**config.mk**
```make
export PLATFORM = sky130hd
export DESIGN_NAME = command_frame_responder
export DESIGN_NICKNAME = d
export VERILOG_FILES = /design/src/sv/cfr_pkg.sv /design/src/sv/cfr_div.sv /design/src/sv/command_frame_responder.sv
export SDC_FILE = /design/constraint.sdc
export NUM_CORES = 1
export LEC_CHECK = 0
export BUFFER_PORTS_ARGS = -buffer_cell sky130_fd_sc_hd__buf_2
export CAP_MARGIN = 20
export CORE_MARGIN = 1.5
export CORE_UTILIZATION = 46
export DETAILED_ROUTE_END_ITERATION = 16
export HOLD_SLACK_MARGIN = 0.12
export PLACE_DENSITY = 0.6
export RECOVER_POWER = 50
export SLEW_MARGIN = 20
export SYNTH_ARGS = -nofsm -noshare
export SYNTH_HDL_FRONTEND = slang
export SYNTH_SLANG_ARGS = --single-unit
```
**constraint.sdc**
```tcl
create_clock -name clk -period 6.25 [get_ports clk]
set_input_delay 0.3125 -clock clk [delete_from_list [all_inputs] [get_ports clk]]
set_output_delay 0.3125 -clock clk [all_outputs]
set_load 0.01 [all_outputs]
```
**src/sv/cfr_pkg.sv**
```systemverilog
// Shared constants and types for the command frame responder.
`default_nettype none
package cfr_pkg;

	localparam int MAX_FRAME = 16;
	localparam int MIN_FRAME = 5;
	localparam int AW        = $clog2(MAX_FRAME);
	localparam int CW        = $clog2(MAX_FRAME + 1);

	localparam logic [15:0] BUF_BYTES_RST = 16'd1024;
	localparam logic [6:0]  CMD_MASK      = 7'b1111111;

	localparam logic [6:0] CMD_RATE   = 7'h01;
	localparam logic [6:0] CMD_LENGTH = 7'h02;
	localparam logic [6:0] CMD_STREAM = 7'h03;
	localparam logic [6:0] CMD_COUNT  = 7'h04;
	localparam logic [6:0] CMD_DEPTH  = 7'h06;

	localparam logic [2:0] ST_REPLY   = 3'd0;
	localparam logic [2:0] ST_SUM_ERR = 3'd1;
	localparam logic [2:0] ST_BUSY    = 3'd2;
	localparam logic [2:0] ST_UNKNOWN = 3'd3;
	localparam logic [2:0] ST_LOADED  = 3'd4;
	localparam logic [2:0] ST_BAD_LEN = 3'd5;

	typedef enum logic [5:0] {
		S_COLLECT = 6'b000001,
		S_CHECK   = 6'b000010,
		S_DIV     = 6'b000100,
		S_STAT    = 6'b001000,
		S_READ    = 6'b010000,
		S_EMIT    = 6'b100000
	} state_t;

	typedef enum logic [2:0] {
		RK_SET,
		RK_RATE,
		RK_LEN,
		RK_STREAM,
		RK_ECHO,
		RK_DEPTH
	} reply_kind_t;

endpackage
`default_nettype wire

```
**src/sv/cfr_div.sv**
```systemverilog
// Iterative 16 by 8 bit restoring divider, one quotient bit per cycle.
`default_nettype none
module cfr_div import cfr_pkg::*; (
	input  logic        clk,
	input  logic        arst_n,
	input  logic        start,
	input  logic [15:0] dividend,
	input  logic [7:0]  divisor,
	output logic        done,
	output logic [15:0] quotient
);

	logic [15:0] quo_q;
	logic [8:0]  rem_q;
	logic [7:0]  dsr_q;
	logic [4:0]  cnt_q;
	logic        busy_q;
	logic        done_q;
	logic [8:0]  trial;

	// shift in the next dividend bit
	assign trial = {rem_q[7:0], quo_q[15]};

	// run one step per cycle
	always_ff @(posedge clk or negedge arst_n) begin
		if (!arst_n) begin
			busy_q <= 1'b0;
			done_q <= 1'b0;
			cnt_q  <= '0;
		end else begin
			done_q <= 1'b0;
			if (start) begin
				busy_q <= 1'b1;
				cnt_q  <= 5'd16;
			end else if (busy_q) begin
				cnt_q <= cnt_q - 5'd1;
				if (cnt_q == 5'd1) begin
					busy_q <= 1'b0;
					done_q <= 1'b1;
				end
			end
		end
	end

	always_ff @(posedge clk) begin
		if (start) begin
			quo_q <= dividend;
			rem_q <= '0;
			dsr_q <= divisor;
		end else if (busy_q) begin
			if (trial >= {1'b0, dsr_q}) begin
				rem_q <= trial - {1'b0, dsr_q};
				quo_q <= {quo_q[14:0], 1'b1};
			end else begin
				rem_q <= trial;
				quo_q <= {quo_q[14:0], 1'b0};
			end
		end
	end

	assign done     = done_q;
	assign quotient = quo_q;

endmodule
`default_nettype wire

```
**src/sv/command_frame_responder.sv**
```systemverilog
// Top level of the command frame responder: frame store, checks and reply sequencer.
`default_nettype none
// Request bytes are written into a 16-entry frame store; at the byte marked last
// the frame is checked (length, pending stream count, 16-bit byte sum against the
// little-endian trailer) and either one status word or a reply frame follows.
// Reply words are read back from the frame store one at a time, each by a memory
// read (S_READ) and then an output load (S_EMIT), as there is a single read port.
// A depth request first runs the bit-serial divider. No request byte is taken while
// a frame is being checked or answered; frame-sent events share that input channel.
// The user writes buffer_bytes through cfg_we/cfg_wdata while idle; not enforced.
module command_frame_responder import cfr_pkg::*; (
	input  logic        clk,
	input  logic        arst_n,
	input  logic        cfg_we,
	input  logic [15:0] cfg_wdata,
	input  logic        req_valid,
	output logic        req_stall,
	input  logic        action,
	input  logic [7:0]  request_byte,
	input  logic        last_byte,
	output logic        rsp_valid,
	input  logic        rsp_stall,
	output logic [7:0]  reply_byte,
	output logic        reply_last,
	output logic [2:0]  status,
	output logic [15:0] sample_rate,
	output logic [7:0]  frame_length,
	output logic [7:0]  stream_enable,
	output logic [7:0]  frames_left
);

	logic [7:0]  mem [MAX_FRAME];
	logic [7:0]  rd_q;

	state_t      state_q;
	reply_kind_t kind_q;
	logic [15:0] buf_bytes_q;
	logic [CW-1:0] cnt_q;
	logic        ov_q;
	logic [15:0] sum_q;
	logic [7:0]  last1_q, last2_q, b1_q, b3_q, b4_q;
	logic [15:0] rate_q;
	logic [7:0]  len_q, stream_q, pend_q;
	logic [2:0]  stat_q;
	logic [CW-1:0] rlen_q, idx_q;
	logic [15:0] rsum_q, depth_q;

	logic        out_valid_q;
	logic [7:0]  out_byte_q;
	logic        out_last_q;
	logic [2:0]  out_stat_q;
	logic [15:0] out_rate_q;
	logic [7:0]  out_len_q, out_stream_q, out_pend_q;

	logic        accept, out_free, div_start, div_done, load_out;
	logic [15:0] div_quo, body_sum;
	logic [6:0]  cmd;
	logic        is_get;
	logic [7:0]  body_byte, emit_byte;
	logic        in_body, emit_last;

	state_t        chk_state;
	reply_kind_t   chk_kind;
	logic [CW-1:0] chk_rlen;
	logic [2:0]    chk_stat;

	assign accept    = req_valid && !req_stall;
	assign req_stall = (state_q != S_COLLECT);
	assign out_free  = !out_valid_q || !rsp_stall;
	assign load_out  = (state_q == S_STAT || state_q == S_EMIT) && out_free;
	assign cmd       = b1_q[6:0] & CMD_MASK;
	assign is_get    = b1_q[7];
	assign body_sum  = sum_q - {8'd0, last1_q} - {8'd0, last2_q};
	assign div_start = (state_q == S_CHECK) && (chk_state == S_DIV);

	cfr_div u_div (
		.clk      (clk),
		.arst_n   (arst_n),
		.start    (div_start),
		.dividend (buf_bytes_q),
		.divisor  (len_q),
		.done     (div_done),
		.quotient (div_quo)
	);

	// write request bytes, read reply bytes
	always_ff @(posedge clk) begin
		if (accept && !action && (cnt_q < CW'(MAX_FRAME)))
			mem[cnt_q[AW-1:0]] <= request_byte;
		rd_q <= mem[idx_q[AW-1:0]];
	end

	// pick the outcome of a finished frame
	always_comb begin
		chk_state = S_STAT;
		chk_kind  = RK_ECHO;
		chk_rlen  = cnt_q;
		chk_stat  = ST_REPLY;
		if (ov_q || cnt_q < CW'(MIN_FRAME)) begin
			chk_stat = ST_BAD_LEN;
		end else if (pend_q != 8'd0) begin
			chk_stat = ST_BUSY;
		end else if (body_sum != {last1_q, last2_q}) begin
			chk_stat = ST_SUM_ERR;
		end else begin
			chk_state = S_READ;
			case (cmd)
				CMD_RATE: begin
					chk_kind = is_get ? RK_RATE : RK_SET;
					chk_rlen = is_get ? CW'(7) : CW'(5);
				end
				CMD_LENGTH: begin
					chk_kind = is_get ? RK_LEN : RK_SET;
					chk_rlen = is_get ? CW'(6) : CW'(5);
				end
				CMD_STREAM: begin
					chk_kind = is_get ? RK_STREAM : RK_SET;
					chk_rlen = is_get ? CW'(6) : CW'(5);
				end
				CMD_COUNT: begin
					if (!is_get) begin
						chk_stat  = ST_LOADED;
						chk_state = S_STAT;
					end
				end
				CMD_DEPTH: begin
					if (is_get) begin
						chk_kind  = RK_DEPTH;
						chk_rlen  = CW'(7);
						chk_state = S_DIV;
					end
				end
				default: begin
					chk_stat  = ST_UNKNOWN;
					chk_state = S_STAT;
				end
			endcase
		end
	end

	// substitute reply fields over the echoed bytes
	always_comb begin
		body_byte = rd_q;
		if (idx_q == CW'(2)) begin
			case (kind_q)
				RK_SET:    body_byte = 8'd0;
				RK_RATE:   body_byte = 8'd2;
				RK_LEN:    body_byte = 8'd1;
				RK_STREAM: body_byte = 8'd1;
				default:   body_byte = rd_q;
			endcase
		end else if (idx_q == CW'(3)) begin
			case (kind_q)
				RK_RATE:   body_byte = rate_q[15:8];
				RK_LEN:    body_byte = len_q;
				RK_STREAM: body_byte = stream_q;
				RK_DEPTH:  body_byte = depth_q[15:8];
				default:   body_byte = rd_q;
			endcase
		end else if (idx_q == CW'(4)) begin
			case (kind_q)
				RK_RATE:  body_byte = rate_q[7:0];
				RK_DEPTH: body_byte = depth_q[7:0];
				default:  body_byte = rd_q;
			endcase
		end
		in_body   = (idx_q < rlen_q - CW'(2));
		emit_last = (idx_q == rlen_q - CW'(1));
		if (in_body)
			emit_byte = body_byte;
		else if (idx_q == rlen_q - CW'(2))
			emit_byte = rsum_q[15:8];
		else
			emit_byte = rsum_q[7:0];
	end

	// control sequencer
	always_ff @(posedge clk or negedge arst_n) begin
		if (!arst_n) begin
			state_q     <= S_COLLECT;
			buf_bytes_q <= BUF_BYTES_RST;
			cnt_q       <= '0;
			ov_q        <= 1'b0;
			sum_q       <= '0;
			rate_q      <= '0;
			len_q       <= '0;
			stream_q    <= '0;
			pend_q      <= '0;
			out_valid_q <= 1'b0;
			out_byte_q  <= '0;
			out_last_q  <= 1'b0;
			out_stat_q  <= ST_REPLY;
			kind_q      <= RK_SET;
			stat_q      <= ST_REPLY;
			rlen_q      <= '0;
			idx_q       <= '0;
			rsum_q      <= '0;
			depth_q     <= '0;
		end else begin
			if (cfg_we)
				buf_bytes_q <= cfg_wdata;
			// load a new word or drop the accepted one
			if (load_out)
				out_valid_q <= 1'b1;
			else if (!rsp_stall)
				out_valid_q <= 1'b0;
			case (state_q)
				S_COLLECT: begin
					if (accept && action) begin
						if (pend_q != 8'd0)
							pend_q <= pend_q - 8'd1;
					end else if (accept) begin
						if (cnt_q < CW'(MAX_FRAME)) begin
							cnt_q <= cnt_q + CW'(1);
							sum_q <= sum_q + {8'd0, request_byte};
						end else begin
							ov_q <= 1'b1;
						end
						if (last_byte)
							state_q <= S_CHECK;
					end
				end
				S_CHECK: begin
					// drop the frame state, take the outcome
					cnt_q   <= '0;
					ov_q    <= 1'b0;
					sum_q   <= '0;
					rlen_q  <= chk_rlen;
					state_q <= chk_state;
					kind_q  <= chk_kind;
					stat_q  <= chk_stat;
					if (chk_state == S_READ && !is_get) begin
						case (cmd)
							CMD_RATE:   rate_q   <= {b3_q, b4_q};
							CMD_LENGTH: len_q    <= b3_q;
							CMD_STREAM: stream_q <= b3_q;
							default: ;
						endcase
					end
					if (chk_stat == ST_LOADED)
						pend_q <= b3_q;
					idx_q  <= '0;
					rsum_q <= '0;
				end
				S_DIV: begin
					if (len_q == 8'd0) begin
						depth_q <= '0;
						state_q <= S_READ;
					end else if (div_done) begin
						depth_q <= div_quo;
						state_q <= S_READ;
					end
				end
				S_STAT: begin
					if (out_free) begin
						out_byte_q <= 8'd0;
						out_last_q <= 1'b1;
						out_stat_q <= stat_q;
						state_q    <= S_COLLECT;
					end
				end
				S_READ: begin
					state_q <= S_EMIT;
				end
				S_EMIT: begin
					if (out_free) begin
						out_byte_q <= emit_byte;
						out_last_q <= emit_last;
						out_stat_q <= ST_REPLY;
						if (in_body)
							rsum_q <= rsum_q + {8'd0, body_byte};
						idx_q   <= idx_q + CW'(1);
						state_q <= emit_last ? S_COLLECT : S_READ;
					end
				end
				default: state_q <= S_COLLECT;
			endcase
		end
	end

	// capture the bytes that carry command fields and the trailer
	always_ff @(posedge clk) begin
		if (state_q == S_COLLECT && accept && !action && (cnt_q < CW'(MAX_FRAME))) begin
			last2_q <= last1_q;
			last1_q <= request_byte;
			if (cnt_q == CW'(1)) b1_q <= request_byte;
			if (cnt_q == CW'(3)) b3_q <= request_byte;
			if (cnt_q == CW'(4)) b4_q <= request_byte;
		end
	end

	// snapshot settings with each output word
	always_ff @(posedge clk) begin
		if (load_out) begin
			out_rate_q   <= rate_q;
			out_len_q    <= len_q;
			out_stream_q <= stream_q;
			out_pend_q   <= pend_q;
		end
	end

	assign rsp_valid     = out_valid_q;
	assign reply_byte    = out_byte_q;
	assign reply_last    = out_last_q;
	assign status        = out_stat_q;
	assign sample_rate   = out_rate_q;
	assign frame_length  = out_len_q;
	assign stream_enable = out_stream_q;
	assign frames_left   = out_pend_q;

endmodule
`default_nettype wire

```
==> results_dict.tcl, run 1 <==
set metrics [dict create \
    synth_cells 1457 \
    final_cells 2123 \
    cp_max_fo 16 \
    drv_cap 1 \
    rsz0062_at_grt "false" \
    cts_resized 0 \
    cts_tree "built" \
    fin_setup_tns_ns 0 \
    hold_viol 0 \
    row_count 73 \
    synth_area_leaders "edfxtp_1 37%, dfrtp_1 20%, mux4_2 4.8%" \
    die_y_microns 204.2 \
    period_needed_ns 5.286 \
    synth_seq_cells 400 \
    r2r-start "last1_q[0]" \
    critPathRequiredTime_ns 6.69 \
    clk_path_buf_depth 3 \
    routed_wl_mm 44.96 \
    max_slew_margin_pct -147.9 \
    drive_gt1_share_pct 12.89 \
    synth_edf_count 232 \
    hp-class "primary input to flip-flop" \
    die_w_microns 204.2 \
    slowest_stage "and4b_1" \
    start_kind "flip-flop" \
    grt_max_degree 90 \
    postSynth.asyncResetShare_pct 38.00 \
    initial_utilization_pct 46.76 \
    p_leak_nw 8.413 \
    yosysWarnings 0 \
    outcome "complete, but fails checks" \
    grt-ovfl-total 0 \
    grt_pass1_vias 11980 \
    die-area_sq_mm 0.04170 \
    worst_ep_arrival_time_ns 5.72 \
    worst_pin_slew_ns 3.718 \
    cts_htree_levels 2 \
    dp_hpwl_mm 30.53 \
    final_nets 1660 \
    synth_top_cell_by_area "edfxtp_1" \
    syn2layout_area_growth_pct 13.78 \
    ioPinCount 85 \
    cts-root-buf "clkbuf_16" \
    ant_nets 0 \
    multi_input_area_sq_mm 0.006975 \
    ys_top_cells_by_count "232 x edfxtp_1, 150 x dfrtp_1, 126 x nand2_1" \
    io_buffers 84 \
    firstDrtPassIters 5 \
    cts_made_buffers 43 \
    vias_per_cell 5.629 \
    yosysMostFrequentCell "edfxtp_1" \
    clk_latency_ns 0.56 \
    drt_iter0_drc 913 \
    synth_top_area_share_pct 37.41 \
    crit_start "last1_q[0]" \
    end_kind "flip-flop" \
    placed_cells 2025 \
    maxSlewViolCount 65 \
    antennaDiodeCount 0 \
    skew_ns 0.01029 \
    synth_fp_nets 1552 \
    hold_path.startpoint "action" \
    synth_ff_type "edfxtp_1" \
    grt_usage_pct 22.07 \
    critPathKind "flip-flop to flip-flop" \
    routedWlPerCell_microns 21.18 \
    cts.sinks 400 \
    grt_pass1_wl_mm 69.52 \
    fp.coreArea_sq_mm 0.03982 \
    max-vdd-ir-drop_v 0.0002387 \
    finalSetupViolCount 0 \
    gp_congestion 0.8773 \
    antenna_found_initial 0 \
    vias 11950 \
    timing.final.crit_share_pct 84.58 \
    power.total_mw 7.512 \
    synth.distinct_cells 82 \
    yosysSeqAreaShare_pct 59.57 \
    fmax_ghz 0.1892 \
    syn_area_sq_mm 0.01862 \
    syn_avg_cell_area_sq_um 12.78 \
    fill_cells 3435 \
    p_per_area_mw_per_mm2 354.5 \
    drc_errors 0 \
    crit_chain "inv_1 > fa_1 > inv_1 > ha_1 > or2_2 > fa_1 > a21o_1 > a21oi_2 > xnor2_1 > nor4_1 > nand4_1 > or4_4 > nor4_4 > and3_1 > and4b_1 > mux2_1" \
    clkTransAtPathRegs_ns 0.06 \
    seqCellArea_sq_mm 0.01109 \
    slowest_delay_ns 0.81 \
    violations "capacitance limit, slew limit" \
]
stage by stage:
stage                     instance area (sq um)  hold slack [ns]  utilization, %  setup slack (ns)
final                                     21190           0.1614           53.21            0.9637
after global routing                      21190           0.1882           53.21            0.6689
after CTS                                 21260           0.1228           53.38            0.9283
after detailed placement                  19610           0.4546           49.25            0.9840
after global placement                    19610           0.4459           49.25             1.081
after floorplan                           18620          0.01691               -             1.408
metal layers:
metal | routed length (microns) | vias up | global-route usage (%)
met5 | 0 | - | 0
met4 | 1411 | 0 | 8.456
met3 | 1993 | 76 | 3.524
met2 | 21360 | 274 | 35.52
met1 | 20190 | 6025 | 30.15
li1 | - | 5575 | -
power breakdown:
group	switching, mW	internal, mW
clock	1.03	1.59
combinational	0.994	0.675
sequential	0.221	3.01
total	2.24	5.27
area by class of cell:
cell class / instances / area share (%)
multi-input combinational: 915 / 32.92
timing repair buffer: 126 / 3.348
tap: 525 / 3.100
clock buffer: 63 / 6.064
inverter: 79 / 1.399
sequential: 400 / 52.36
clock inverter: 15 / 0.8090
final timing paths:
kind                             endpoint  slack (ns)  cells past startpoint
setup / recovery                rate_q[6]        0.96                     16
hold / removal                 state_q[1]        0.16                      4
setup reg to reg                rate_q[6]        0.96                     16
hold reg to reg                 rate_q[1]        0.46                      1
max in group asynchronous        idx_q[0]        1.49                      3
min in group asynchronous  buf_bytes_q[0]        0.42                      2
critical path: cells and delay by family, from the launching register on:
family          cells  cell delay (ns)
flops               1             0.39
compound gates      2             0.33
buf+inv             2             0.14
xor+xnor            1             0.09
mux                 1             0.39
simple gates        7             2.71
fa+ha+maj           3             1.13
placed cells by master, fill, tap and decap left out, drive strengths merged, types with 49 or more instances in the layout:
cell type  instances
a21oi             60
clkbuf           125
ha                53
mux2              68
nand3             49
dfrtp            150
nand2            126
o21ai             87
edfxtp           232
inv               78
nor2              88
flip-flops by register name, summed over array words and instances (netlist names), 16 cells and up:
signal,count
mem,128
buf_bytes_q,16
depth_q,16
rate_q,16
rsum_q,16
sample_rate,16
sum_q,16
u_div.quotient,16
what timing repair did:
item	4_1_cts	5_1_grt
hold buffers	19	0
endpoints found under the setup margin	0	0
hold endpoints to repair	106	0
setup buffers	0	0
logic make-up (layout without fill, tap and decap cells):
family | count (synthesis) | count (layout) | share of synthesized area [%]
xor+xnor | 60 | 60 | 2.822
mux | 137 | 137 | 10.51
flops | 400 | 400 | 59.57
compound gates | 255 | 255 | 8.674
buf+inv | 142 | 283 | 2.997
simple gates | 399 | 399 | 10.69
fa+ha+maj | 64 | 64 | 4.743
(Power assumes the default switching activity.)
==> run 2, diff against run 1 <==
--- a/config.mk
+++ b/config.mk
@@ -11,7 +11,7 @@
 export CORE_UTILIZATION = 46
 export DETAILED_ROUTE_END_ITERATION = 16
 export HOLD_SLACK_MARGIN = 0.12
-export PLACE_DENSITY = 0.6
+export PLACE_DENSITY = 0.62
 export RECOVER_POWER = 50
 export SLEW_MARGIN = 20
 export SYNTH_ARGS = -nofsm -noshare
==> constraint.sdc (replaced) <==
create_clock -name clk -period 4.8 [get_ports clk]
set_input_delay 0.24 -clock clk [delete_from_list [all_inputs] [get_ports clk]]
set_output_delay 0.24 -clock clk [all_outputs]
set_load 0.01 [all_outputs]
==> run 2 against run 1 <==
  * The flow still finishes with violations (capacitance limit, slew limit)
  * Maximum frequency increased by 13%
  * Design area increased by 2.5%
  * Critical path depth increased by 2
  * Clock skew increased by 0.0056 ns
  * Sequential share of layout area decreased by 1.3 points
  * First-iteration DRC count increased by 12%
  * Combinational power increased by 38%
  * Utilization increased by 1.3 points
  * Sequential cell count unchanged
  * Sequential power increased by 30%
  * Setup slack got worse by 0.82 ns
  * Largest cell class unchanged
==> results_dict.tcl, run 2 (synthesized netlist as in run 1, its figures left out) <==
set metrics [dict create \
    outcome "complete, but fails checks" \
    violations "capacitance limit, slew limit" \
    grt_usage_pct 22.45 \
    r2r_end "u_div.quotient[13]" \
    dp_hpwl_mm 31.58 \
    ioPinCount 85 \
    max_slew_margin_pct -41.72 \
    grt_pass1_vias 12170 \
    io_buffers 84 \
    placed_cells 2050 \
    worst_pin_slew_ns 2.126 \
    critPathRequiredTime_ns 5.11 \
    cp_max_fo 5 \
    internal_power_mw 7.061 \
    drv_cap 2 \
    period_needed_ns 4.660 \
    final_common_cell "edfxtp_1" \
    clk_path_buf_depth 3 \
    drt_iter0_drc 1019 \
    setup_ws_ns 0.1400 \
    grt-ovfl-total 0 \
    pwr-share-clk_pct 35.3 \
    die-area_sq_mm 0.04170 \
    p_per_area_mw_per_mm2 462.9 \
    reg2reg_slack_ns 0.14 \
    fmax_ghz 0.2146 \
    antenna_found_initial 1 \
    timing.final.crit_share_pct 97.08 \
    fp.coreArea_sq_mm 0.03982 \
    r2r-start "sum_q[0]" \
    firstDrtPassIters 5 \
    switching_power_mw 2.993 \
    holdWs_ns 0.1749 \
    drive_gt1_share_pct 16.48 \
    initial_utilization_pct 46.76 \
    whs_path_depth 5 \
    routed_wl_mm 45.58 \
    fill_cells 3378 \
    die_w_microns 204.2 \
    power_frac_comb_pct 23.0 \
    ant_nets 0 \
    hold_path.startpoint "req_valid" \
    vias_per_cell 5.602 \
    cts_tree "built" \
    dp_slack_ns -0.09907 \
    drc_errors 0 \
    rsz0062_at_grt "true" \
    clkTransAtPathRegs_ns 0.06 \
    final_cell_mix "232 x edfxtp_1, 149 x dfrtp_1, 125 x nand2_1, 88 x nor2_1, 82 x o21ai_0" \
    crit_family "simple AND/OR/NAND/NOR gates" \
    cts-root-buf "clkbuf_16" \
    crit_buf_inv 4 \
    maxSlewViolCount 115 \
    clk_latency_ns 0.57 \
    row_count 73 \
    seqPwrFrac_pct 41.7 \
    grt_pass1_wl_mm 71.31 \
    routedWlPerCell_microns 21.13 \
    min_to "pend_q[7]" \
    worst_ep_arrival_time_ns 4.97 \
    grt_max_degree 85 \
    cts_htree_levels 2 \
    multi_input_area_sq_mm 0.007103 \
    cts_made_buffers 43 \
    start_kind "flip-flop" \
    end_kind "flip-flop" \
    max-vdd-ir-drop_v 0.0002791 \
    switching_share_pct 29.77 \
    final_cells 2157 \
    skew_ns 0.01590 \
    rr_worst_depth 18 \
    largest_reg_flops 128 \
    p_leak_nw 8.737 \
    syn2layout_area_growth_pct 16.62 \
    seqCellArea_sq_mm 0.01109 \
    hp-class "primary input to flip-flop" \
    crit_chain "fa_1 > inv_1 > ha_2 > or2_4 > fa_2 > buf_6 > a21oi_4 > o221a_4 > o21ai_2 > xnor2_1 > nand4_1 > or4_4 > nor4_4 > nand2_2 > nor4_4 > buf_6 > clkbuf_16 > mux2_4" \
    hold_viol 0 \
    slowest_delay_ns 0.56 \
    gp_congestion 0.8683 \
    vias 12080 \
    critPathKind "flip-flop to flip-flop" \
    antennaDiodeCount 0 \
    die_y_microns 204.2 \
    slowest_stage "fa_1" \
    final_nets 1693 \
    cts.sinks 400 \
    finalSetupViolCount 0 \
]
==> run 2: cell type report <==
class	count	area share (%)
Sequential cell	400	51.09
Tap cell	525	3.025
Clock buffer	62	6.084
Multi-Input combinational cell	916	32.71
Inverter	79	1.365
Timing Repair Buffer	158	4.696
Clock inverter	17	1.037
==> run 2: metrics by stage <==
step / cell area, sq um / setup TNS, ns / utilization [%] / power [mW]
after floorplan: 18630 / 0 / - / 5.805
after global placement: 19830 / -0.02190 / 49.79 / 6.407
after detailed placement: 19830 / -2.762 / 49.79 / 6.454
after CTS: 21610 / 0 / 54.25 / 10.03
after global routing: 21720 / -0.1472 / 54.53 / 10.59
final: 21720 / 0 / 54.53 / 10.05
==> run 2: worst max-delay path by stage <==
stage / from / to / slack [ns] / cells past startpoint
detailed placement: sum_q[0] / u_div.quotient[7] / -0.1 / 17
floorplan: sum_q[0] / u_div.quotient[10] / 0.18 / 16
finish: sum_q[0] / u_div.quotient[13] / 0.14 / 18
global route: sum_q[0] / u_div.quotient[8] / -0.03 / 16
CTS: sum_q[0] / u_div.quotient[1] / 0.04 / 17
global placement: sum_q[0] / u_div.quotient[5] / -0.002 / 17
==> run 2: routing by layer <==
metal  vias up  share of wire (%)  GRT usage [%]
met5         -                  0              0
met4         0                3.0          8.114
met3        71                5.0          2.822
met2       323                 47          36.14
met1      6019                 45          31.37
li1       5671                  -              -
==> run 2: timing repair <==
item | CTS | global route
hold endpoints to repair | 100 | 0
hold buffers | 22 | 0
setup buffers | 0 | 2
setup endpoints to repair | 40 | 82
pin swaps | 1 | 5
cloned | 1 | 3
gates resized for setup | 3 | 30
==> run 2: worst reg2reg max path, cell delays in order, from the launching register on <==
cell and delay, ns:
dfrtp_1 0.40, fa_1 0.56, inv_1 0.05, ha_2 0.16, or2_4 0.25, fa_2 0.35
buf_6 0.13, a21oi_4 0.12, o221a_4 0.21, o21ai_2 0.06, xnor2_1 0.15, nand4_1 0.15
or4_4 0.55, nor4_4 0.27, nand2_2 0.13, nor4_4 0.24, buf_6 0.18, clkbuf_16 0.16
mux2_4 0.30
==> run 2: power groups by stage <==
stage	registers (mW)	clock network, mW	logic [mW]
after global routing	4.23	3.75	2.60
after floorplan	4.14	0	1.66
final	4.20	3.55	2.31
after global placement	4.24	0	2.16
after CTS	4.19	3.61	2.23
after detailed placement	4.25	0	2.20
